<file path="src/mvn_ram.sv">
`default_nettype none

module mvn_ram #(
	parameter int unsigned WIDTH = 8,
	parameter int unsigned DEPTH = 16
) (
	input  wire logic                     clk,
	input  wire logic                     we,
	input  wire logic [$clog2(DEPTH)-1:0] addr,
	input  wire logic [WIDTH-1:0]         wdata,
	output logic      [WIDTH-1:0]         rdata
);

	logic [WIDTH-1:0] mem [DEPTH];

	// single port, read first, registered read
	always_ff @(posedge clk) begin
		if (we) begin
			mem[addr] <= wdata;
		end
		rdata <= mem[addr];
	end

endmodule

`default_nettype wire

</file>
<file path="config.mk">
export PLATFORM = sky130hd
export DESIGN_NAME = mvn_ram
export DESIGN_NICKNAME = d
export VERILOG_FILES = /design/src/mvn_ram.sv
export SDC_FILE = /design/constraint.sdc
export NUM_CORES = 1
export LEC_CHECK = 0
export BUFFER_PORTS_ARGS = -buffer_cell sky130_fd_sc_hd__buf_2
export CAP_MARGIN = 20
export CORE_ASPECT_RATIO = 1.1
export CORE_MARGIN = 8
export CORE_UTILIZATION = 30
export DETAILED_ROUTE_END_ITERATION = 16
export GPL_TIMING_DRIVEN = 0
export PLACE_DENSITY_LB_ADDON = 0.1
export REMOVE_ABC_BUFFERS = 1
export SLEW_MARGIN = 20
export SYNTH_ARGS = -nofsm -noshare
export SYNTH_HDL_FRONTEND = slang
export SYNTH_SLANG_ARGS = --single-unit
export TNS_END_PERCENT = 5
</file>
<file path="constraint.sdc">
create_clock -name clk -period 2.93 [get_ports clk]
set_input_delay 0.879 -clock clk [delete_from_list [all_inputs] [get_ports clk]]
set_output_delay 0.879 -clock clk [all_outputs]
set_load 0.03 [all_outputs]
</file>
Word level (Yosys, flattened, before mapping)
Memories as Yosys holds them, arrays and structs flattened. A register that Yosys moved wholly into a read port is not among the register bits.
Cells that the tools add are included.
{ "totals": {"latchBits": 0, "reg_bits": 0, "output_inout_bits": 8, "inputBits": 14, "romBits": 0, "ram_bits": 128, "n_memories": 1} }
{ "mem_list": {"columns": ["memory", "words", "width", "rd", "rd_ports_with_merged_regs", "wr", "line_no", "text"], "rows": [
  ["mem", 16, 8, 1, 1, 1, "14", "logic [WIDTH-1:0] mem [DEPTH];"]
]} }
{ "classes": {"multipliers": 0, "muxes": 2, "n_lt_le_gt_ge": 0, "n_eq_ne": 0, "n_reduce_logical": 0, "n_bitwise": 0, "shifts": 0, "n_addsub": 0, "div": 0} }
{ "ops": {"columns": ["op", "count"], "rows": [
  ["2-to-1 mux 1 bit", 2]
]} }

Longest topological paths before layout
Gate-level depths: netlist of the first run.
{ "logic_depth": {"depth_word": 2, "depth_mapped": 5} }

Least setup slack after synthesis of the first run
Ideal clock, no wire load.
{ "synth_timing": {"kind": "input -> register", "start": "input port addr[2]", "end": "memory mem[0][0], enable pin", "setup_time_ns": 0.383, "required_time_ns": 2.547, "t_arrival_ns": 1.989, "path_slack_ns": 0.558, "path_stages": 2, "cell_sequence": "or3b_2 nor3_1"} }
{ "synth_rtl": {"columns": ["element", "line_no", "text"], "rows": [
  ["from (decl)", "9", "input wire logic [$clog2(DEPTH)-1:0] addr,"],
  ["to (decl)", "14", null]
]} }
No word-level cell before the write port.

Worst setup path after layout of the first run
{ "layout_timing": {"start": "input port addr[1]", "end": "memory mem[15][2], enable pin"} }
No word-level cell before the write port.

==> results of run 1 <==
critical path: stages:
cell and delay, ps:
buf_2 760, nand2_1 270, nor2_1 780
path summary, 6_finish.rpt:
kind              start         end  slack (ps)
min          mem[14][1]    rdata[1]         660
max             addr[1]  mem[15][2]         230
max reg2reg  mem[11][7]    rdata[7]        1500
min reg2reg  mem[14][1]    rdata[1]         660
cells by family (layout without fill, tap and decap cells):
kind of cell / Yosys count / count (layout) / synth area share (%)
AO/OA/AOI/OAI: 16 / 16 / 2.37
AND/OR/NAND/NOR: 35 / 35 / 3.21
buffers and inverters: 11 / 57 / 1.19
multiplexers: 32 / 32 / 14.2
flip-flops: 136 / 136 / 79.0
sequential cells by signal (all words and copies together), names as in the netlist:
name / cells
mem: 128
rdata: 8
through the flow:
step           setup WS, ps  hold WS [ps]  cells  util (%)  cell area [µm²]
6_report                231           664    484      35.5             5950
2_1_floorplan           558           635    219         -             5010
5_1_grt               -43.4           704    484      35.5             5950
4_1_cts                 121           668    484      35.5             5950
3_5_place_dp           -320           656    452      32.4             5430
3_3_place_gp           -595           656    448      32.0             5370
cell usage in the layout (no fill, tap or decap):
cell type    n
dfxtp_1      8
and2_1       1
clkbuf_16   17
nand3_1      1
buf_2       20
nor2b_1      2
buf_4        5
clkinv_1     3
or3b_2       1
clkbuf_8     4
nand2_1      9
nand3b_1     2
clkinv_2     2
nor2_1      13
a22oi_1     16
nand2b_1     2
nor3_2       4
edfxtp_1   128
mux4_2      32
clkbuf_1     6
metal layers:
metal	vias to the layer above	global-route usage [%]	wire (µm)
met2	27	17.7	5410
met5	-	0	0
li1	1026	-	-
met1	1195	12.6	4690
met4	0	5.90	230
met3	14	2.60	194
report_power, final:
group / internal (mW) / switching, mW
registers: 2.18 / 0.00968
logic: 0.0793 / 0.141
clock network: 1.16 / 0.728
layout make-up:
cell class	count	area [µm²]	share of cell area, %
clock inverter	5	21.3	0.358
clock buffer	27	503	8.45
tap	208	260	4.37
sequential	136	4000	67.3
timing repair buffer	25	138	2.31
multi-input combinational	83	1020	17.2
cell usage after synthesis, drive strengths merged, types with 2 or more instances:
| cell | instances | area [µm²] |
|---|---|---|
| edfxtp | 128 | 3840 |
| mux4 | 32 | 721 |
| a22oi | 16 | 120 |
| nor2 | 13 | 48.8 |
| nand2 | 9 | 33.8 |
| buf | 8 | 47.5 |
| dfxtp | 8 | 160 |
| nor3 | 4 | 20.0 |
| clkbuf | 3 | 12.5 |
| nand2b | 2 | 12.5 |
| nand3b | 2 | 15.0 |
| nor2b | 2 | 12.5 |
==> flow_summary.toml, run 1 <==
[yosys]
yosysWarnings = 0
ys_seq_area_share_pct = 79.0
synth_edf_count = 128
synthFlopType = "edfxtp_1"
syn_area_um2 = 5070
ys_types = 18
syn_inst = 230
synth.ff_latch_count = 136
synthArstFlopShare_pct = 0
syn_avg_cell_area_um2 = 22.0

[final_layout]
area.growth.synth_to_final_pct = 17.4
post_route_cells_drive_above_1_share_pct = 30.8
antenna_cells = 0
fillers = 1588
final_nets = 277

[worst_hold_path]
holdPathStages = 3
hold_path_class = "flop to flop"

[setup_path]
rr_worst_depth = 3
required_ps = 2960
start_kind = "input pin"
crit_type = "input pin to flop"
end_kind = "flop"
critPathArrivalTime_ps = 2730
path_max_fanout = 39

[die]
dieHeight_um = 152
start_util_pct = 30.2
io_pins = 22
die_area_um2 = 21300
core_area_um2 = 16800
die_w_um = 140
num_rows = 50

[timing]
clock_skew_ps = 7.61
tightest_slew_ps = 1050
slew_viol_final = 0
final_hold_viol_count = 0
max_clock_freq_ghz = 0.371
setup_tns_ps = 0
slew_headroom_pct = 30.2
fin_crit_ps = 2700
rsz0062_at_grt = "yes"
post-route-period-util_pct = 92.1
setup_viol = 0

[clocking]
clkTransAtPathRegs_ps = 50
postCtsSetupRepairBufs = 0
cts.htree.levels = 4
hold_buffers = 0
postCtsResizedCells = 0
clk_latency_ps = 410
cts_root_buf = "clkbuf_16"
clockBufferDepth = 2
cts.sinks = 136
cts_tree = "built"
cts_buffers = 17

[power_and_ir_drop]
leakagePower_nw = 1.90
powerDensity_nw_per_um2 = 722
p_total_mw = 4.29
ir_drop_mv = 0.383

[detailed_routing]
drcViolationCount = 0
vias_per_cell = 4.67
vias = 2262
routedWlPerCell_um = 21.7
wl_mm = 10.5
postRouteAntennaNets = 0
drt-initial-drc-count = 142
drtPass1Iterations = 4

[job]
drv_cap = 0

[global_route]
overflow = 0
antenna_found_initial = 0
grt_max_degree = 40
grt_pass1_vias = 2568
grt_pass1_wl_mm = 16.2
grt.total_usage_pct = 10.7

[placement]
hpwl_mm = 6.32
gp_congestion = 0.656
numPortBuffers = 21

[run_status]
status = "completed"
Power figures use the tool's default switching activity.
==> inputs of run 2 (changes only) <==
--- a/config.mk
+++ b/config.mk
@@ -7,7 +7,7 @@
 export LEC_CHECK = 0
 export BUFFER_PORTS_ARGS = -buffer_cell sky130_fd_sc_hd__buf_2
 export CAP_MARGIN = 20
-export CORE_ASPECT_RATIO = 1.1
+export CORE_ASPECT_RATIO = 1.5
 export CORE_MARGIN = 8
 export CORE_UTILIZATION = 30
 export DETAILED_ROUTE_END_ITERATION = 16
==> flow_summary.toml, run 2 (synthesis gave the netlist of run 1 again) <==
[die]
num_rows = 58
core_area_um2 = 16700
die_w_um = 122
start_util_pct = 30.4
dieHeight_um = 175
die_area_um2 = 21400
io_pins = 22

[global_route]
grt_pass1_vias = 2520
grt.total_usage_pct = 10.0
grt_pass1_wl_mm = 15.4
overflow = 0
antenna_found_initial = 0
grt_max_degree = 40

[detailed_routing]
drtPass1Iterations = 4
drcViolationCount = 0
wl_mm = 9.88
routedWlPerCell_um = 20.5
vias_per_cell = 4.58
drt-initial-drc-count = 164
vias = 2211
postRouteAntennaNets = 0

[worst_hold_path]
min-delay-start = "mem[13][5]"
hold_path_class = "flop to flop"
hold_end = "rdata[5]"
holdPathStages = 3

[placement]
gp_congestion = 0.649
placed_cells_incl_taps = 451
numPortBuffers = 21
hpwl_mm = 6.54

[clocking]
clk_latency_ps = 400
clkTransAtPathRegs_ps = 60
cts.htree.levels = 4
cts_buffers = 17
cts_root_buf = "clkbuf_16"
cts_tree = "built"
clockBufferDepth = 2
cts.sinks = 136

[final_layout]
regMostFlops = "mem"
post_route_cells_drive_above_1_share_pct = 32.2
fin_cells = 483
biggestRegsByFlops = "mem: 128 flops, rdata: 8 flops"
largest_reg_flops = 128
fillers = 1578
antenna_cells = 0
finish.utilization_pct = 35.8
area.growth.synth_to_final_pct = 17.8
final_common_cell = "edfxtp_1"
mostFrequentLayoutCells = "edfxtp_1, mux4_2, buf_2"
final_nets = 274

[setup_path]
critPathArrivalTime_ps = 2780
path_cells = "buf_2 -> nand2b_1 -> nor2_1"
cp_top_family = "simple AND/OR/NAND/NOR gates"
r2r_start = "mem[11][3]"
required_ps = 2960
slowest_delay_ps = 810
r2r_end = "rdata[3]"
reg2reg_setup_slack_ps = 1620
start_kind = "input pin"
cpMaxStageDelayCell = "nor2_1"
path_buf_inv = 1
path_max_fanout = 39
end_kind = "flop"
crit_type = "input pin to flop"
rr_worst_depth = 3

[power_and_ir_drop]
p_total_mw = 4.40
leakagePower_nw = 1.89
ir_drop_mv = 0.286
powerDensity_nw_per_um2 = 737

[timing]
slew_headroom_pct = 30.0
rsz0062_at_grt = "no"
final_hold_viol_count = 0
post-route-period-util_pct = 94.1
max_clock_freq_ghz = 0.363
fin_crit_ps = 2760
setup_viol = 0
tightest_slew_ps = 1050
whs_ps = 677
slew_viol_final = 0
clock_skew_ps = 6.48
setup_tns_ps = 0

[job]
drv_cap = 0

[run_status]
status = "completed"
-- run 2: power breakdown --
part / internal (mW) / switching (mW)
Clock: 1.24 / 0.764
Combinational: 0.0786 / 0.137
Sequential: 2.18 / 0.00953
Total: 3.49 / 0.910
-- run 2: how the worst max path moves through the flow --
stage | startpoint | endpoint | slack, ps | cells after the start
2_1_floorplan | addr[2] | mem[0][0] | 560 | 2
3_3_place_gp | addr[0] | mem[11][6] | -670 | 3
3_5_place_dp | addr[1] | mem[11][7] | -410 | 3
4_1_cts | addr[1] | mem[11][6] | 20 | 3
5_1_grt | addr[1] | mem[10][6] | 6 | 3
6_report | addr[1] | mem[10][6] | 170 | 3
-- run 2: worst register-to-register path, cell delays in order, from the launching register on --
cell,delay [ps]
edfxtp_1,360
mux4_2,480
a22oi_1,220
nand2_1,120
-- run 2: layer usage --
| metal | GRT usage (%) | wire length [µm] | vias to the layer above | share of wire (%) |
|---|---|---|---|---|
| met2 | 17.1 | 5340 | 37 | 54 |
| met3 | 2.39 | 255 | 13 | 2.6 |
| met4 | 4.44 | 183 | 0 | 1.9 |
| li1 | - | - | 1018 | - |
| met1 | 11.6 | 4100 | 1143 | 41 |
| met5 | 0 | 0 | - | 0 |
-- run 2: stage by stage --
| step | cell area, µm² | worst slack [ps] |
|---|---|---|
| after global routing | 5970 | 6.23 |
| final | 5970 | 173 |
| after floorplan | 5010 | 558 |
| after CTS | 5970 | 23.0 |
| after global placement | 5380 | -667 |
| after detailed placement | 5410 | -411 |
-- run 2: area by class of cell --
| cell class | count | area, µm² | share of cell area, % |
|---|---|---|---|
| clock buffers | 18 | 429 | 7.19 |
| multi-input cells | 83 | 1030 | 17.2 |
| clock inverters | 14 | 134 | 2.24 |
| well taps | 210 | 263 | 4.40 |
| repair buffers | 22 | 115 | 1.93 |
| flip-flops and latches | 136 | 4000 | 67.1 |
-- run 2: timing repair --
action                     CTS  global route
resized for setup            0             1
hold buffers                 0             0
setup endpoints to repair    0             8
setup buffers                0             0
