[src/mvn_pkg.sv]
`default_nettype none

package mvn_pkg;

	// defaults for the top level parameters
	localparam int unsigned DEF_MAX_VERTICES = 1024;
	localparam int unsigned DEF_COORD_BITS   = 16;

	// fixed field widths
	localparam int unsigned IDX_W = 10;
	localparam int unsigned OUT_W = 16;
	localparam int unsigned SUM_W = 24;
	localparam int unsigned NV_W  = 36;

	typedef enum logic [1:0] {
		ACT_LOAD = 2'd0,
		ACT_TRI  = 2'd1,
		ACT_READ = 2'd2,
		ACT_NONE = 2'd3
	} action_t;

	typedef struct packed {
		action_t                   action;
		logic [IDX_W-1:0]          vertex_index;
		logic signed [OUT_W-1:0]   pos_x;
		logic signed [OUT_W-1:0]   pos_y;
		logic signed [OUT_W-1:0]   pos_z;
		logic [IDX_W-1:0]          corner_a;
		logic [IDX_W-1:0]          corner_b;
		logic [IDX_W-1:0]          corner_c;
	} cmd_t;

	typedef struct packed {
		logic [IDX_W-1:0]          out_index;
		logic signed [OUT_W-1:0]   norm_x;
		logic signed [OUT_W-1:0]   norm_y;
		logic signed [OUT_W-1:0]   norm_z;
		logic                      zero_sum;
	} rsp_t;

	// request into the normalize unit
	typedef struct packed {
		logic                      start;
		logic signed [NV_W-1:0]    vx;
		logic signed [NV_W-1:0]    vy;
		logic signed [NV_W-1:0]    vz;
	} norm_req_t;

	// answer from the normalize unit
	typedef struct packed {
		logic                      done;
		logic                      zero;
		logic signed [OUT_W-1:0]   nx;
		logic signed [OUT_W-1:0]   ny;
		logic signed [OUT_W-1:0]   nz;
	} norm_rsp_t;

	// saturating add of a unit component to a sum component
	function automatic logic [SUM_W-1:0] sat_add(input logic [SUM_W-1:0] s,
			input logic [OUT_W-1:0] n);
		logic signed [SUM_W:0] t;
		t = $signed({s[SUM_W-1], s}) + $signed({{(SUM_W+1-OUT_W){n[OUT_W-1]}}, n});
		if (t[SUM_W] != t[SUM_W-1]) begin
			sat_add = t[SUM_W] ? {1'b1, {(SUM_W-1){1'b0}}} : {1'b0, {(SUM_W-1){1'b1}}};
		end else begin
			sat_add = t[SUM_W-1:0];
		end
	endfunction

endpackage

`default_nettype wire

[src/mvn_norm.sv]
`default_nettype none

module mvn_norm
	import mvn_pkg::*;
(
	input  wire logic      clk,
	input  wire logic      arst_n,
	input  wire norm_req_t req,
	output norm_rsp_t      rsp
);

	typedef enum logic [5:0] {
		N_IDLE  = 6'b000001,
		N_SHIFT = 6'b000010,
		N_SQ    = 6'b000100,
		N_SQRT  = 6'b001000,
		N_DIV   = 6'b010000,
		N_DONE  = 6'b100000
	} nstate_t;

	nstate_t            st_q;
	logic [NV_W-1:0]    m_q [3];
	logic [2:0]         neg_q;
	logic [NV_W-1:0]    mx_q;
	logic [63:0]        acc_q;
	logic [63:0]        root_q;
	logic [63:0]        bit_q;
	logic [31:0]        rem_q;
	logic [16:0]        quo_q;
	logic [16:0]        nb_q;
	logic [4:0]         cnt_q;
	logic [1:0]         comp_q;
	logic [OUT_W-1:0]   o_q [3];
	logic               zero_q;

	// magnitudes and largest one at start
	logic [NV_W-1:0] ma, mb, mc, mx;
	always_comb begin
		ma = req.vx[NV_W-1] ? NV_W'(-req.vx) : NV_W'(req.vx);
		mb = req.vy[NV_W-1] ? NV_W'(-req.vy) : NV_W'(req.vy);
		mc = req.vz[NV_W-1] ? NV_W'(-req.vz) : NV_W'(req.vz);
		mx = ma;
		if (mb > mx) mx = mb;
		if (mc > mx) mx = mc;
	end

	// one square per cycle, one root bit per cycle, one quotient bit per cycle
	logic [59:0] sq;
	logic [63:0] sq_t;
	logic [32:0] r2;
	logic        qb;
	logic [32:0] r2_sub;
	logic [16:0] qfull;
	logic [17:0] qr;
	logic [OUT_W-1:0] qv;
	always_comb begin
		sq     = m_q[0][29:0] * m_q[0][29:0];
		sq_t   = root_q + bit_q;
		r2     = {rem_q, nb_q[16]};
		qb     = (r2 >= {1'b0, root_q[31:0]});
		r2_sub = r2 - {1'b0, root_q[31:0]};
		qfull  = {quo_q[15:0], qb};
		qr     = (18'(qfull) + 18'd1) >> 1;
		if (qr > 18'd16384) begin
			qv = OUT_W'(16384);
		end else begin
			qv = qr[OUT_W-1:0];
		end
		if (neg_q[0]) begin
			qv = -qv;
		end
	end

	always_ff @(posedge clk or negedge arst_n) begin
		if (!arst_n) begin
			st_q <= N_IDLE;
		end else begin
			unique case (st_q)
				N_IDLE: begin
					if (req.start) begin
						m_q[0] <= ma;
						m_q[1] <= mb;
						m_q[2] <= mc;
						neg_q  <= {req.vz[NV_W-1], req.vy[NV_W-1], req.vx[NV_W-1]};
						mx_q   <= mx;
						acc_q  <= '0;
						cnt_q  <= '0;
						if (mx == '0) begin
							zero_q <= 1'b1;
							o_q[0] <= '0;
							o_q[1] <= '0;
							o_q[2] <= '0;
							st_q   <= N_DONE;
						end else begin
							zero_q <= 1'b0;
							st_q   <= N_SHIFT;
						end
					end
				end
				// bring the largest magnitude into [2^29, 2^30)
				N_SHIFT: begin
					if (mx_q[NV_W-1:30] != '0) begin
						mx_q   <= mx_q >> 1;
						m_q[0] <= m_q[0] >> 1;
						m_q[1] <= m_q[1] >> 1;
						m_q[2] <= m_q[2] >> 1;
					end else if (!mx_q[29]) begin
						mx_q   <= mx_q << 1;
						m_q[0] <= m_q[0] << 1;
						m_q[1] <= m_q[1] << 1;
						m_q[2] <= m_q[2] << 1;
					end else begin
						st_q <= N_SQ;
					end
				end
				// sum of squares, components rotate through slot 0
				N_SQ: begin
					acc_q  <= acc_q + 64'(sq);
					m_q[0] <= m_q[1];
					m_q[1] <= m_q[2];
					m_q[2] <= m_q[0];
					if (cnt_q == 5'd2) begin
						cnt_q  <= '0;
						root_q <= '0;
						bit_q  <= 64'd1 << 62;
						st_q   <= N_SQRT;
					end else begin
						cnt_q <= cnt_q + 5'd1;
					end
				end
				// integer square root, two bits of the radicand per step
				N_SQRT: begin
					if (acc_q >= sq_t) begin
						acc_q  <= acc_q - sq_t;
						root_q <= (root_q >> 1) + bit_q;
					end else begin
						root_q <= root_q >> 1;
					end
					bit_q <= bit_q >> 2;
					if (cnt_q == 5'd31) begin
						rem_q  <= 32'(m_q[0][29:2]);
						nb_q   <= {m_q[0][1:0], 15'd0};
						quo_q  <= '0;
						cnt_q  <= '0;
						comp_q <= '0;
						st_q   <= N_DIV;
					end else begin
						cnt_q <= cnt_q + 5'd1;
					end
				end
				// restoring divide of (m << 15) by the length
				N_DIV: begin
					if (cnt_q == 5'd16) begin
						o_q[0] <= o_q[1];
						o_q[1] <= o_q[2];
						o_q[2] <= qv;
						m_q[0] <= m_q[1];
						m_q[1] <= m_q[2];
						m_q[2] <= m_q[0];
						neg_q  <= {neg_q[0], neg_q[2:1]};
						rem_q  <= 32'(m_q[1][29:2]);
						nb_q   <= {m_q[1][1:0], 15'd0};
						quo_q  <= '0;
						cnt_q  <= '0;
						comp_q <= comp_q + 2'd1;
						if (comp_q == 2'd2) begin
							st_q <= N_DONE;
						end
					end else begin
						rem_q <= qb ? r2_sub[31:0] : r2[31:0];
						quo_q <= qfull;
						nb_q  <= nb_q << 1;
						cnt_q <= cnt_q + 5'd1;
					end
				end
				N_DONE: begin
					st_q <= N_IDLE;
				end
				default: begin
					st_q <= N_IDLE;
				end
			endcase
		end
	end

	assign rsp.done = (st_q == N_DONE);
	assign rsp.zero = zero_q;
	assign rsp.nx   = o_q[0];
	assign rsp.ny   = o_q[1];
	assign rsp.nz   = o_q[2];

endmodule

`default_nettype wire

[config.mk]
export PLATFORM = sky130hd
export DESIGN_NAME = mvn_norm
export DESIGN_NICKNAME = d
export VERILOG_FILES = /design/src/mvn_pkg.sv /design/src/mvn_norm.sv
export SDC_FILE = /design/constraint.sdc
export NUM_CORES = 2
export LEC_CHECK = 0
export BUFFER_PORTS_ARGS = -buffer_cell sky130_fd_sc_hd__buf_2
export CAP_MARGIN = 0
export CORE_MARGIN = 5
export CORE_UTILIZATION = 30
export CTS_CLUSTER_SIZE = 16
export DETAILED_ROUTE_END_ITERATION = 10
export GPL_ROUTABILITY_DRIVEN = 0
export GPL_TIMING_DRIVEN = 0
export MAX_ROUTING_LAYER = met4
export PLACE_DENSITY = 0.5
export SLEW_MARGIN = 25
export SYNTH_ARGS = -nofsm -noshare
export SYNTH_HDL_FRONTEND = slang
export SYNTH_SLANG_ARGS = --single-unit
[constraint.sdc]
create_clock -name clk -period 16.4 [get_ports clk]
set_input_delay 0 -clock clk [delete_from_list [all_inputs] [get_ports clk]]
set_output_delay 0 -clock clk [all_outputs]
set_load 0.05 [all_outputs]
**Word level (Yosys, flattened, before mapping)**

Memory sizes are Yosys's and may differ from the RTL's.
Cells that the tools add are included.

- Register bits after elaboration: 310
- Memory bits (writable): 156
- Bits of input ports: 111
- Word-level logic and storage cells: 174
- Memories: 2

- $add $sub $neg: 12
- Multiply operators: 1
- $lt $le $gt $ge: 5
- Equal/unequal tests: 19
- Muxes and demuxes: 83
- Bitwise gates (word level): 15
- Reduce and logical (&&, ||, !) cells: 24

Memories:

| name | depth | bits a word | rd ports | clocked after memory_dff | wr ports | RTL line | source |
|---|---|---|---|---|---|---|---|
| m_q | 3 | 36 | 3 | 0 | 3 | mvn_norm.sv:22 | `logic [NV_W-1:0] m_q [3];` |
| o_q | 3 | 16 | 3 | 0 | 3 | mvn_norm.sv:33 | `logic [OUT_W-1:0] o_q [3];` |

Operator list:

| operator | number |
|---|---|
| 2-to-1 mux 36 bit | 20 |
| 2-to-1 mux 64 bit | 5 |
| one-hot mux 64 bit (2 select lines) | 2 |
| one-hot mux 64 bit (3 select lines) | 1 |
| 2-to-1 mux 16 bit | 7 |
| negation 36 bit | 3 |
| 2-to-1 mux 32 bit | 3 |
| greater-than comparator 36 bit | 2 |
| one-hot mux 36 bit (2 select lines) | 1 |
| adder 63 x 64 -> 64 bit | 1 |
| adder 64 x 60 -> 64 bit | 1 |
| adder 64 bit | 1 |
| greater-or-equal comparator 64 bit | 1 |
| one-hot mux 32 bit (2 select lines) | 1 |
| subtractor 64 bit | 1 |
| multiplier 30 x 30 -> 60 bit | 1 |
| 2-to-1 mux 6 bit | 8 |
| zero test 36 bit | 1 |
| 2-to-1 mux 17 bit | 2 |
| one-hot mux 17 bit (2 select lines) | 1 |
| greater-or-equal comparator 33 x 32 -> 1 bit | 1 |
| one-hot mux 16 bit (2 select lines) | 1 |
| subtractor 32 bit | 1 |
| one-hot mux 6 bit (5 select lines) | 1 |
| 32 further kinds | 92 |

**Depth between registers and ports, before layout**

- Depth in word-level cells: 13
- Mapped depth: 37
- Depth with buffers taken out: 33

**Worst setup path after synthesis**

No wires, ideal clock.

- Path kind: flip-flop to flip-flop
- Start: register root_q[2]
- End: register acc_q[0], enable pin
- Library setup time: 0.590 ns
- Arrival time: 10.607 ns
- Data required time: 15.810 ns
- Slack: 5.203 ns
- Cell stages (with the launch flop): 28
- Clock period less this slack: 11.197 ns
- Path through: edfxtp_1 ha_1 a21oi_1 o21bai_1 a31o_2 a31o_2 a31o_2 a21oi_1 o31ai_1 a31o_2 a31o_2 and3_1 o21ai_0 xor2_1 ha_1 and3_1 and3_1 and3_1 nand2_1 or3_1 a211oi_1 o31ai_1 nand2_1 nor2_1 o31a_1 buf_2 buf_2 a221oi_1

- Longest elaborated chain between the ends: 4

Ends and longest elaborated chain:

| element | RTL line | source |
|---|---|---|
| start, declared | mvn_norm.sv:26 | `logic [63:0] root_q;` |
| start signal, assigned | mvn_norm.sv:135 | `root_q <= (root_q >> 1) + bit_q;` |
| start signal, assigned | mvn_norm.sv:137 | `root_q <= root_q >> 1;` |
| adder 64 bit | mvn_norm.sv:58 | `sq_t = root_q + bit_q;` |
| greater-or-equal comparator 64 bit | mvn_norm.sv:133 | `if (acc_q >= sq_t) begin` |
| != test 2 bit (no source line) | n/a |  |
| AND reduction 4 bit (no source line) | n/a |  |
| end signal, assigned | mvn_norm.sv:118 | `acc_q <= acc_q + 64'(sq);` |
| end signal, assigned | mvn_norm.sv:134 | `acc_q <= acc_q - sq_t;` |
| end, declared | mvn_norm.sv:25 | `logic [63:0] acc_q;` |

No other way between the ends.
A chain may end at the register's enable or synchronous reset.

==> flow_summary.ini <==
[run_status]
outcome = finished, final reports clean

[global_routing]
grt_max_degree = 49
grt_use_total_pct = 21.70
grt_pass1_vias = 51150
antenna_found_initial = 26
globalRouteOverflowTotal = 0
grt_first_pass_wirelength_um = 335400

[synth]
yosys_warnings = 0
async_flop_share_pct = 1.432
ys.flop_type = edfxtp_1
synth.avg_cell_area_um2 = 9.000
syn_nets = 8153
ys_seq_area_share_pct = 20.55
yosysMostFrequentCell = inv_1
synthTopCellsByCount = 1,025 x inv_1, 755 x fa_1, 612 x nand2_1, 514 x nor2_1, 499 x ha_1
synth.area.top_cells = fa_1 25%, edfxtp_1 20%, ha_1 10%, inv_1 6.3%, nand2_1 3.8%
ys_types = 104
yosys.area.top_type_share_pct = 24.74
ys_seq_elements = 419
synth_edf_count = 413
syn-cell-area_um2 = 61090
synth_cells = 6788
yosysTopAreaCell = fa_1

[setup_path]
worstSetupStartpoint = req[36]
rrSetupSlack_ns = 5.43
cp_max_fo = 48
cp.arrival_ns = 11.88
critPathMaxStageDelay_ns = 0.87
r2r-start = m_q[0][9]
end_kind = register
required_ns = 16.70
cp_slowest_cell = a2111oi_0
critical_path_class = input port to register
crit_path_start_kind = input port

[layout]
fin_nets = 8404
fin_cells = 9770
syn_to_final_growth_pct = 10.81
layout-drive-gt1-share_pct = 5.709
fill_cells = 21150
multiInputGateArea_um2 = 43610
seqCellArea_um2 = 12550
final_area_um2 = 67700
utilization_pct = 33.46

[timing]
setup_ws_ns = 4.829
fin_crit_sh_pct = 70.56
setup_viol = 0
maxSlewHeadroom_pct = 17.91
period_minus_slack_ns = 11.57
max_slew.worst_pin.slew_ns = 1.212
rsz0062_at_grt = no
fin_skew_ns = 0.05185
max_freq_mhz = 86.42
slew_viol_final = 0
hold_viol = 0

[cts]
worst_skew_pair.late_latency_ns = 0.69
cts.sinks = 419
cts_buffer_depth = 3
cts-root-buf = clkbuf_16
cts_made_buffers = 53
cts_tree = built
clk_pin_slew_ns = 0.06
h-tree-depth = 2
cts-resized-gates = 0

[placement]
portBuffers = 158
hpwl_um = 191200
dp_cells = 9641
dpl_cell_area_um2 = 65780
place_ws_ns = 5.226

[drt]
avgViaCountPerCell = 5.315
route.vias.total = 51930
post_drt_wl_per_cell_um = 23.58
drtAntennaViolNets = 0
drt_iter0_drc = 5089
drt_first_pass_iters = 8
drc_errors = 0
drt-total-wl_um = 230400

[die]
die_w_um = 461.3
core_area_um2 = 202300
rows = 165
io_pins = 161
initial_utilization_pct = 30.20
dieArea_um2 = 212800
dieHeight_um = 461.3

[flow_run]
maxCapViolCount = 0

[hold_path]
hp-class = input port to register
min_from = req[53]
what timing repair did:
item | in CTS | in global routing
hold buffers | 14 | 0
endpoints found under the hold margin | 23 | 0
buffers inserted | 0 | 0
metrics by stage:
stage | hold WS, ns | TNS (ns)
floorplan | -0.2956 | 0
global placement | -0.1075 | -64.39
detailed placement | -0.1044 | 0
CTS | 0.01317 | 0
global route | 0.05731 | 0
finish | 0.05996 | 0
worst max-delay path: cells and delay by family:
family                     cells  cell delay (ns)
adders and majority gates      3             0.94
AOI/OAI and AO/OA              9             2.73
and+or+nand+nor               15             4.93
buffers and inverters          7             2.89
xor gates and xnor gates       1             0.31
area by class of cell:
class	count	area share, %
multi-input combinational	5034	64.42
clock inverter	31	0.5064
inverter	1034	5.733
tap	2672	4.938
timing repair buffer	196	1.976
clock buffer	62	2.009
antenna	21	0.07762
sequential	419	18.54
buffer	301	1.800
flip-flops by register name, indices dropped and copies added (netlist names):
signal,flops
rem_q,32
st_q,6
acc_q,64
quo_q,16
neg_q,3
comp_q,2
nb_q,2
o_q,48
zero_q,1
root_q,64
m_q,108
bit_q,32
cnt_q,5
mx_q,36
layer usage:
| layer | part of all wire, % | up-vias | global-route usage, % |
|---|---|---|---|
| li1 | - | 23350 | - |
| met1 | 43 | 26000 | 28.69 |
| met2 | 45 | 2170 | 33.42 |
| met3 | 8.3 | 402 | 4.218 |
| met4 | 3.9 | 0 | 7.242 |
| met5 | 0 | - | - |
path summary, 6_finish.rpt:
| check | end | depth (start not counted) |
|---|---|---|
| max reg2reg | acc_q[63] | 26 |
| max | o_q[0][0] | 35 |
| max in group asynchronous | st_q[5] | 3 |
| min in group asynchronous | st_q[0] | 2 |
| min reg2reg | neg_q[0] | 2 |
| min | m_q[0][53] | 5 |
cells in the final DEF, fill, tap and decap left out, types with 139 or more instances in the layout:
master	netlist	layout
ha_1	499	499
a21o_1	139	139
clkbuf_1	263	240
fa_1	755	755
buf_2	17	176
inv_1	1025	1025
o21ai_0	365	365
and2_1	281	281
xor2_1	179	179
edfxtp_1	413	413
xnor2_1	205	205
nor2_1	514	514
a21oi_1	356	356
nand2_1	612	610
cell families (layout without fill, tap and decap cells):
group | Yosys count | after routing | share of synthesized area, %
buffers and inverters | 1335 | 1624 | 8.280
XOR/XNOR | 386 | 386 | 5.558
other | 0 | 21 | 0
adder cells (fa/ha/maj) | 1254 | 1254 | 34.96
AO/OA/AOI/OAI | 1488 | 1488 | 15.50
AND/OR/NAND/NOR | 1887 | 1887 | 14.83
multiplexers | 19 | 19 | 0.3215
flip-flops | 419 | 419 | 20.55
Power is left out: the tool's default activity adds up to more than one toggle a clock period on the data nets, which glitch-free logic cannot reach.
